--- src/sv/spq_pkg.sv ---
package spq_pkg;

  localparam int Depth  = 16;
  localparam int CountW = $clog2(Depth + 1);
  localparam int ValW   = 32;
  localparam int OccW   = 5;

  localparam logic [1:0] OP_INSERT = 2'd0;
  localparam logic [1:0] OP_REMOVE = 2'd1;
  localparam logic [1:0] OP_PEEK   = 2'd2;

  localparam logic [1:0] ST_OK        = 2'd0;
  localparam logic [1:0] ST_OVERFLOW  = 2'd1;
  localparam logic [1:0] ST_UNDERFLOW = 2'd2;

  typedef struct packed {
    logic [1:0]             op;
    logic signed [ValW-1:0] value;
  } req_t;

  typedef struct packed {
    logic signed [ValW-1:0] head_value;
    logic [1:0]             status;
    logic [OccW-1:0]        occupancy;
  } rsp_t;

  // action chosen by the controller at accept time
  typedef enum logic [2:0] {
    ACT_NONE,
    ACT_INSERT,
    ACT_REMOVE,
    ACT_PEEK,
    ACT_OVERFLOW,
    ACT_UNDERFLOW
  } act_e;

  typedef struct packed {
    logic load;
    logic exec;
    act_e act;
  } cmd_t;

  typedef struct packed {
    logic full;
    logic empty;
  } stat_t;

endpackage

--- src/sv/spq_ctrl.sv ---
module spq_ctrl (
  input  logic               clk_i,
  input  logic               rst_ni,
  input  logic               start_i,
  input  logic [1:0]         op_i,
  input  spq_pkg::stat_t     stat_i,
  output spq_pkg::cmd_t      cmd_o,
  output logic               busy_o
);

  typedef enum logic {
    S_IDLE,
    S_EXEC
  } state_e;

  state_e         state_q;
  logic           busy_q;
  spq_pkg::act_e  act_q;
  spq_pkg::act_e  act_d;
  logic           load;

  assign load = start_i && !busy_q;

  // resolve error cases up front so the datapath just executes
  always_comb begin
    unique case (op_i)
      spq_pkg::OP_INSERT:
        act_d = stat_i.full ? spq_pkg::ACT_OVERFLOW : spq_pkg::ACT_INSERT;
      spq_pkg::OP_REMOVE:
        act_d = stat_i.empty ? spq_pkg::ACT_UNDERFLOW : spq_pkg::ACT_REMOVE;
      spq_pkg::OP_PEEK:
        act_d = stat_i.empty ? spq_pkg::ACT_UNDERFLOW : spq_pkg::ACT_PEEK;
      default:
        act_d = spq_pkg::ACT_NONE;
    endcase
  end

  always_ff @(posedge clk_i or negedge rst_ni) begin
    if (!rst_ni) begin
      state_q <= S_IDLE;
      busy_q  <= 1'b0;
      act_q   <= spq_pkg::ACT_NONE;
    end else begin
      unique case (state_q)
        S_IDLE: begin
          if (load) begin
            act_q   <= act_d;
            busy_q  <= 1'b1;
            state_q <= S_EXEC;
          end
        end
        S_EXEC: begin
          busy_q  <= 1'b0;
          state_q <= S_IDLE;
        end
        default: begin
          busy_q  <= 1'b0;
          state_q <= S_IDLE;
        end
      endcase
    end
  end

  assign cmd_o.load = load;
  assign cmd_o.exec = (state_q == S_EXEC);
  assign cmd_o.act  = act_q;
  assign busy_o     = busy_q;

endmodule

--- src/sv/spq_datapath.sv ---
module spq_datapath (
  input  logic                           clk_i,
  input  logic                           rst_ni,
  input  spq_pkg::cmd_t                  cmd_i,
  input  logic signed [spq_pkg::ValW-1:0] value_i,
  output spq_pkg::stat_t                 stat_o,
  output spq_pkg::rsp_t                  rsp_o,
  output logic                           done_o
);

  logic signed [spq_pkg::ValW-1:0] entries_q [spq_pkg::Depth];
  logic signed [spq_pkg::ValW-1:0] entries_d [spq_pkg::Depth];
  logic signed [spq_pkg::ValW-1:0] ins_src   [spq_pkg::Depth];
  logic signed [spq_pkg::ValW-1:0] value_q;
  logic [spq_pkg::CountW-1:0]      count_q, count_d;
  logic [spq_pkg::Depth-1:0]       gt;
  spq_pkg::rsp_t                   rsp_q, rsp_d;
  logic                            done_q, done_d;

  // per-entry compare: valid entry strictly greater than the new value
  always_comb begin
    for (int i = 0; i < spq_pkg::Depth; i++) begin
      gt[i] = (spq_pkg::CountW'(i) < count_q) && (entries_q[i] > value_q);
    end
    ins_src[0] = value_q;
    for (int i = 1; i < spq_pkg::Depth; i++) begin
      ins_src[i] = gt[i-1] ? entries_q[i-1] : value_q;
    end
  end

  always_comb begin
    entries_d = entries_q;
    count_d   = count_q;
    rsp_d     = rsp_q;
    done_d    = 1'b0;
    if (cmd_i.exec) begin
      done_d           = 1'b1;
      rsp_d.head_value = '0;
      rsp_d.status     = spq_pkg::ST_OK;
      unique case (cmd_i.act)
        spq_pkg::ACT_INSERT: begin
          // slots from the insert point up to count take value or left neighbour
          for (int i = 0; i < spq_pkg::Depth; i++) begin
            if (gt[i] || (count_q == spq_pkg::CountW'(i))) begin
              entries_d[i] = ins_src[i];
            end
          end
          count_d = count_q + spq_pkg::CountW'(1);
        end
        spq_pkg::ACT_REMOVE: begin
          rsp_d.head_value = entries_q[0];
          for (int i = 0; i < spq_pkg::Depth - 1; i++) begin
            entries_d[i] = entries_q[i+1];
          end
          count_d = count_q - spq_pkg::CountW'(1);
        end
        spq_pkg::ACT_PEEK:      rsp_d.head_value = entries_q[0];
        spq_pkg::ACT_OVERFLOW:  rsp_d.status     = spq_pkg::ST_OVERFLOW;
        spq_pkg::ACT_UNDERFLOW: rsp_d.status     = spq_pkg::ST_UNDERFLOW;
        default: ;
      endcase
      rsp_d.occupancy = spq_pkg::OccW'(count_d);
    end
  end

  always_ff @(posedge clk_i or negedge rst_ni) begin
    if (!rst_ni) begin
      count_q <= '0;
      done_q  <= 1'b0;
    end else begin
      count_q <= count_d;
      done_q  <= done_d;
    end
  end

  always_ff @(posedge clk_i) begin
    entries_q <= entries_d;
    rsp_q     <= rsp_d;
    if (cmd_i.load) begin
      value_q <= value_i;
    end
  end

  assign stat_o.full  = (count_q == spq_pkg::CountW'(spq_pkg::Depth));
  assign stat_o.empty = (count_q == '0);
  assign rsp_o        = rsp_q;
  assign done_o       = done_q;

endmodule

--- src/sv/sorted_insert_priority_queue.sv ---
// Ascending priority queue of up to spq_pkg::Depth signed 32-bit values,
// smallest at the head.
// Request channel: req_i carries op (insert, remove head, peek head) and the
// value to insert. A transfer happens on a rising edge with start high and
// busy low. busy rises on the following cycle and holds for one cycle while
// the entry array is updated in parallel (per-entry compare and shift).
// Response channel: done_o pulses for exactly one cycle with rsp_o holding
// head_value, status and occupancy; the receiver must take it then, there
// is no back-pressure.
// Sequence: the accepting edge moves the controller into its execute state,
// and done_o and rsp_o are registered from that state. A new start is taken
// only while busy is low, which holds in the same cycle as done_o, so the
// load/execute sequence takes no new request while one is executing.
// Errors: insert when full gives overflow, remove or peek when empty gives
// underflow; the store is left as it was. Op code 3 answers ok, no change.
// Reset clears the entry count and the controller; the entry storage
// itself is not reset, unused slots are never read.
module sorted_insert_priority_queue (
  input  logic           clk_i,
  input  logic           rst_ni,
  input  logic           start,
  input  spq_pkg::req_t  req_i,
  output logic           busy,
  output logic           done_o,
  output spq_pkg::rsp_t  rsp_o
);

  spq_pkg::cmd_t  cmd;
  spq_pkg::stat_t stat;

  // controller: decodes op against full/empty and sequences the transfer
  spq_ctrl u_ctrl (
    .clk_i   (clk_i),
    .rst_ni  (rst_ni),
    .start_i (start),
    .op_i    (req_i.op),
    .stat_i  (stat),
    .cmd_o   (cmd),
    .busy_o  (busy)
  );

  // datapath: sorted entry array, count and response register
  spq_datapath u_datapath (
    .clk_i   (clk_i),
    .rst_ni  (rst_ni),
    .cmd_i   (cmd),
    .value_i (req_i.value),
    .stat_o  (stat),
    .rsp_o   (rsp_o),
    .done_o  (done_o)
  );

`ifndef ASSERT_OFF
  a_done_after_busy: assert property (@(posedge clk_i) disable iff (!rst_ni)
    done_o |-> $past(busy))
    else $error("response without an execute cycle");

  a_accept_busy: assert property (@(posedge clk_i) disable iff (!rst_ni)
    (start && !busy) |=> (busy ##1 done_o))
    else $error("accepted transfer did not execute and respond");

  a_ovf_full: assert property (@(posedge clk_i) disable iff (!rst_ni)
    (done_o && rsp_o.status == spq_pkg::ST_OVERFLOW)
      |-> (rsp_o.occupancy == spq_pkg::OccW'(spq_pkg::Depth) && rsp_o.head_value == '0))
    else $error("overflow reported while not full");

  a_unf_empty: assert property (@(posedge clk_i) disable iff (!rst_ni)
    (done_o && rsp_o.status == spq_pkg::ST_UNDERFLOW)
      |-> (rsp_o.occupancy == '0 && rsp_o.head_value == '0))
    else $error("underflow reported while not empty");
`endif

endmodule
--- config.mk ---
export PLATFORM = sky130hd
export DESIGN_NAME = sorted_insert_priority_queue
export DESIGN_NICKNAME = d
export VERILOG_FILES = /design/src/sv/spq_pkg.sv /design/src/sv/spq_ctrl.sv /design/src/sv/spq_datapath.sv /design/src/sv/sorted_insert_priority_queue.sv
export SDC_FILE = /design/constraint.sdc
export NUM_CORES = 2
export LEC_CHECK = 0
export ABC_AREA = 0
export BUFFER_PORTS_ARGS = -buffer_cell sky130_fd_sc_hd__buf_2
export CAP_MARGIN = 20
export CORE_MARGIN = 3
export CORE_UTILIZATION = 40
export DETAILED_ROUTE_END_ITERATION = 10
export PLACE_DENSITY = 0.65
export SETUP_SLACK_MARGIN = 0.05
export SLEW_MARGIN = 0
export SYNTH_ARGS = -nofsm -noshare
export SYNTH_HDL_FRONTEND = slang
export SYNTH_SLANG_ARGS = --single-unit
--- constraint.sdc ---
create_clock -name clk_i -period 7.7 [get_ports clk_i]
set_input_delay 1.155 -clock clk_i [delete_from_list [all_inputs] [get_ports clk_i]]
set_output_delay 1.155 -clock clk_i [all_outputs]
set_load 0.01 [all_outputs]
Word-level counts from Yosys, hierarchy flattened
Cells that the tools add are included.
Widths: inputs -> output; s select.
- add/sub/neg operators: 2
- $lt $le $gt $ge: 32
- equality and inequality tests: 39
- multiplexer cells: 42
- bitwise gates (word level): 1
- reductions and logical operators: 55
- operators with widths (cell ; number):
    $mux 32 ; 30
    $pmux 480 s2 ; 1
    $gt 32x32->1 ; 16
    $reduce_and 3->1 ; 16
    $eq 5x4->1 const B ; 8
    $lt 4x5->1 const A ; 8
    $ne 2x1->1 const B ; 16
    $eq 5x3->1 const B ; 4
    $lt 3x5->1 const A ; 4
    $logic_and 1x1->1 ; 17
    $logic_or 1x1->1 ; 16
    $eq 5x2->1 const B ; 2
    $lt 1x5->1 const A ; 2
    $lt 2x5->1 const A ; 2
    $pmux 5 s2 ; 1
    $mux 3 ; 3
    $pmux 3 s3 ; 1
    $eq 3x2->1 const B ; 2
    $eq 3x3->1 const B ; 2
    $add 5x1->5 const B ; 1
    $eq 5x1->1 const B ; 1
    $eq 5x5->1 const B ; 1
    $logic_not 5->1 ; 1
    $sub 5x1->5 const B ; 1
    other kinds (12) ; 15
- flip-flop bits (word level): 594
- bits of input ports: 37
- output and inout port bits: 41
- word-level logic and storage cells: 196

Depth between registers and ports, before layout
- word-level depth: 5
- mapped depth: 13
- mapped depth without buffers: 9

Cells and area by module
A second synthesis with hierarchy kept.
- cells, all modules: 3867
- area total of the unflattened synthesis: 39878.2 um^2
- modules (own cells, without submodules) (module ; times used ; cells each ; area each (um^2) ; seq. area each (um^2)):
    spq_datapath ; 1 ; 3843 ; 39614.2 ; 17656.9
    spq_ctrl ; 1 ; 24 ; 264.0 ; 125.1

Least setup slack after synthesis
No wires, ideal clock.
- path type: register to register
- start point: register u_datapath.value_q[30] in the netlist's numbering
- end point: register u_datapath.entries_q[384] in the netlist's numbering (enable)
- setup time: 0.432 ns
- arrival time: 4.406 ns
- required time: 7.268 ns
- slack: 2.862 ns
- stages on the path, launching flop included: 12
- path buffers: 2
- period minus slack after synthesis: 4.838 ns
- cells stage by stage: edfxtp_1 clkbuf_1 inv_1 ha_1 a21oi_1 nand2_1 a221o_1 a211o_1 o31ai_2 clkbuf_1 nand2_1 a21oi_1
- cells in the longest elaborated chain, start to end: 5
- ends and longest elaborated chain (item ; line ; source):
    start, declared ; spq_datapath.sv:14 ; logic signed [spq_pkg::ValW-1:0] value_q;
    start signal, assigned ; spq_datapath.sv:80 ; value_q <= value_i;
    $gt 32x32->1 ; spq_datapath.sv:23 ; gt[i] = (spq_pkg::CountW'(i) < count_q) && (entries_q[i] > value_q);
    $logic_and 1x1->1 ; spq_datapath.sv:23 ;
    $logic_or 1x1->1 ; spq_datapath.sv:44 ; if (gt[i] || (count_q == spq_pkg::CountW'(i))) begin
    $ne 2x1->1 (no line) ; -- ;
    $reduce_and 3->1 (no line) ; -- ;
    end signal, assigned ; spq_datapath.sv:77 ; entries_q <= entries_d;
    end, declared ; spq_datapath.sv:11 ; logic signed [spq_pkg::ValW-1:0] entries_q [spq_pkg::Depth];
No other way between the ends.
A chain may end at the register's enable or synchronous reset.

Final worst setup path
- start point: register u_datapath.value_q[22] in the netlist's numbering
- end point: register u_datapath.entries_q[409] in the netlist's numbering, data pin
- cells in the longest elaborated chain, start to end: 5
- ends and longest elaborated chain (item ; line ; source):
    $gt 32x32->1 ; spq_datapath.sv:23 ;
    $logic_and 1x1->1 ; spq_datapath.sv:23 ;
    $mux 32 ; spq_datapath.sv:27 ; ins_src[i] = gt[i-1] ? entries_q[i-1] : value_q;
    $mux 32 ; spq_datapath.sv:44 ;
    $pmux 480 s2 ; spq_datapath.sv:40 ; unique case (cmd_i.act)
No other way between the ends. The select of a mux whose other input is x is not followed.

==> impl_metrics.ini <==
[final_layout]
layout_common_cells = nand2_1 (724), edfxtp_1 (583), ha_1 (517)
layout.cells.non_filler = 5237
nets = 4445
area_growth_pct = 11.1
num_antenna_cells = 0
final_common_cell = nand2_1
drive_gt1_frac = 0.0992

[logic_synthesis]
syn_nets = 4461
ys_types = 61
async_flop_share = 0.0185
post_synth.cell_area_avg_um2 = 10.2
synth_area_um2 = 40000
ys_ff_latch = 594
yosysWarnings = 0
synth_ff_type = edfxtp_1
syn-instance-count = 3907
synth_edf_count = 583
ys_seq_area_frac = 0.445

[place]
dp_cells = 5099
dp_hpwl_um = 104000
gp_congestion = 0.967
port_buffers = 77

[route]
detail_route.first_pass.iterations = 7
num_vias = 34221
via_per_inst = 6.53
drtIter0Drc = 4658
drtAntennaViolNets = 0
wl_per_cell_um = 28.0
drc_errors = 0
finalWirelength_um = 146000

[status]
run_status = completed

[timing]
worstMarginPinSlew_ns = 1.20
slew_headroom = 0.190
setup_tns_ns = 0
maxClockFrequency_ghz = 0.187
finalHoldViolations = 0
setup_viol = 0
skew_ns = 0.0451
rsz0062_at_grt = false
fin_crit_ns = 5.34
finalMaxSlewViolations = 0
period_share = 0.694

[pwr]
peakVddDrop_mv = 0.289
leakagePower_uw = 0.0169
p_per_area_nw_per_um2 = 287

[grt]
grt.total_usage = 0.275
antenna_found_initial = 0
grt_pass1_wl_um = 214000
gr-total-overflow = 0
grt_pass1_vias = 32416
grt_max_degree = 211

[worst_setup_path]
slowest_stage = o31ai_4
rrSetupSlack_ns = 2.36
critical-path-top-delay-family = compound AO/OA/AOI/OAI gates
slowest_delay_ns = 0.88
path_common_cell = buf_4
path_cells = inv_1, ha_1, nand4_1, nor3_1, a221oi_1, a21boi_0, o31ai_4, buf_4, and2_1, buf_4, a221o_1
critPathBufInv = 3
crit_fanout = 19
worstPathRequired_ns = 8.20
critPathLaunchType = register
critPathKind = register to register
worstPathArrival_ns = 5.84
endpoint_kind = register

[die]
ios = 78
start_util = 0.405
num_rows = 115
core_um2 = 98700
dieArea_um2 = 104000
die_h_um = 322
die_w_um = 322

[run]
maxCapViolations = 0

[cts]
clk_path_buf_depth = 3
clk_pin_slew_worst_paths_ns = 0.06
clock_sinks = 594
cts_made_buffers = 73
cts_resized = 0
cts_tree = built
cts_max_level = 3
clock_latency_ns = 0.65
clock-root-buffer = clkbuf_16
hold_buffers = 0
cts_setup_buffers = 0

[worst_hold_path]
hp-class = primary input to asynchronous set/reset pin
==> metal layers <==
| layer | vias to the layer above | share of wire | GRT usage |
|---|---|---|---|
| met3 | 368 | 0.10 | 0.0630 |
| li1 | 15182 | - | - |
| met2 | 1993 | 0.44 | 0.422 |
| met4 | 0 | 0.054 | 0.138 |
| met1 | 16678 | 0.40 | 0.366 |
| met5 | - | 0 | 0 |
==> path summary, 6_finish.rpt <==
path | depth (start not counted) | startpoint | to
min in group clk_i | 2 | u_ctrl.act_q[1] | u_ctrl.act_q[1]
worst max register to register | 11 | u_datapath.value_q[22] | u_datapath.entries_q[409]
worst max-delay path | 11 | u_datapath.value_q[22] | u_datapath.entries_q[409]
max in group asynchronous | 1 | rst_ni | u_ctrl.state_q
worst min register to register | 2 | u_ctrl.act_q[1] | u_ctrl.act_q[1]
worst min-delay path | 1 | rst_ni | u_datapath.done_o
==> report_power, final <==
part	internal [uW]	total [uW]	switching, uW	leakage [uW]
Sequential	4160	4360	203	0.00541
Clock	1960	3460	1500	0.00115
Combinational	1640	4940	3300	0.0104
Total	7760	12800	5000	0.0169
==> cells in the mapped netlist, types with 6 or more instances <==
cell type | count | share of area
a2111o_1 | 8 | 0.0023
a211oi_1 | 10 | 0.0019
a21boi_0 | 8 | 0.0015
a21o_1 | 29 | 0.0054
a21oi_1 | 237 | 0.030
a221o_1 | 261 | 0.065
a221oi_1 | 19 | 0.0042
a22oi_1 | 6 | 0.0011
a2bb2oi_1 | 6 | 0.0013
a31oi_1 | 14 | 0.0022
and2_1 | 43 | 0.0067
and3b_1 | 9 | 0.0020
buf_1 | 8 | 0.00075
buf_2 | 41 | 0.0051
buf_6 | 7 | 0.0020
clkbuf_1 | 211 | 0.020
dfrtp_1 | 11 | 0.0069
edfxtp_1 | 583 | 0.44
ha_1 | 517 | 0.16
inv_1 | 61 | 0.0057
mux2_2 | 31 | 0.0087
nand2_1 | 724 | 0.068
nand2b_1 | 10 | 0.0016
nand3_1 | 171 | 0.021
nand4_1 | 126 | 0.020
nor2_1 | 306 | 0.029
nor2b_1 | 25 | 0.0039
nor3_1 | 27 | 0.0034
nor4_1 | 18 | 0.0028
o211ai_1 | 50 | 0.0094
o21a_1 | 7 | 0.0013
o21ai_0 | 71 | 0.0089
o221ai_1 | 132 | 0.029
o221ai_2 | 30 | 0.011
o31ai_1 | 14 | 0.0026
or4_1 | 16 | 0.0030
==> worst reg2reg max path: cells and delay by family, from the launching register on <==
kind	cells	cell delay, ns
flip-flops	1	0.73
AO/OA/AOI/OAI	4	1.66
adder cells (fa/ha/maj)	1	0.48
buffers and inverters	3	1.44
AND/OR/NAND/NOR	3	0.90
==> per-stage QoR <==
step | utilization | hold WS (ns) | setup WS (ns) | power (uW) | cell area [um^2]
after floorplan | - | 0.500 | 2.86 | 7740 | 40000
after global placement | 0.425 | 0.545 | 2.54 | 9140 | 42000
after detailed placement | 0.425 | 0.558 | 2.51 | 9230 | 42000
after CTS | 0.449 | 0.440 | 2.50 | 12700 | 44300
after global routing | 0.450 | 0.481 | 2.27 | 13300 | 44400
final | 0.450 | 0.485 | 2.36 | 12800 | 44400
==> area by class of cell <==
type / count / area, um^2
Tap cell: 1287 / 1610
Sequential cell: 594 / 17800
Fill cell: 9184 / 54300
Clock buffer: 84 / 1950
Clock inverter: 50 / 370
Multi-Input combinational cell: 2985 / 21200
Inverter: 61 / 229
Timing Repair Buffer: 176 / 1230
==> sequential cells by signal, indices dropped and copies added (netlist names) <==
name,cells
u_ctrl.busy_o,1
u_datapath.entries_q,512
u_datapath.value_q,32
u_ctrl.act_q,3
u_datapath.rsp_o,39
u_datapath.done_o,1
u_ctrl.state_q,1
u_datapath.count_q,5
==> cell families (layout without fill, tap and decap cells) <==
kind of cell,after synthesis,in the layout,share of synthesized area
AO/OA/AOI/OAI,932,932,0.184
buffers and inverters,328,371,0.0334
multiplexers,33,33,0.00924
AND/OR/NAND/NOR,1495,1495,0.165
adder cells (fa/ha/maj),517,517,0.162
flip-flops,594,594,0.445
XOR/XNOR,8,8,0.00175
(Power assumes the default switching activity.)
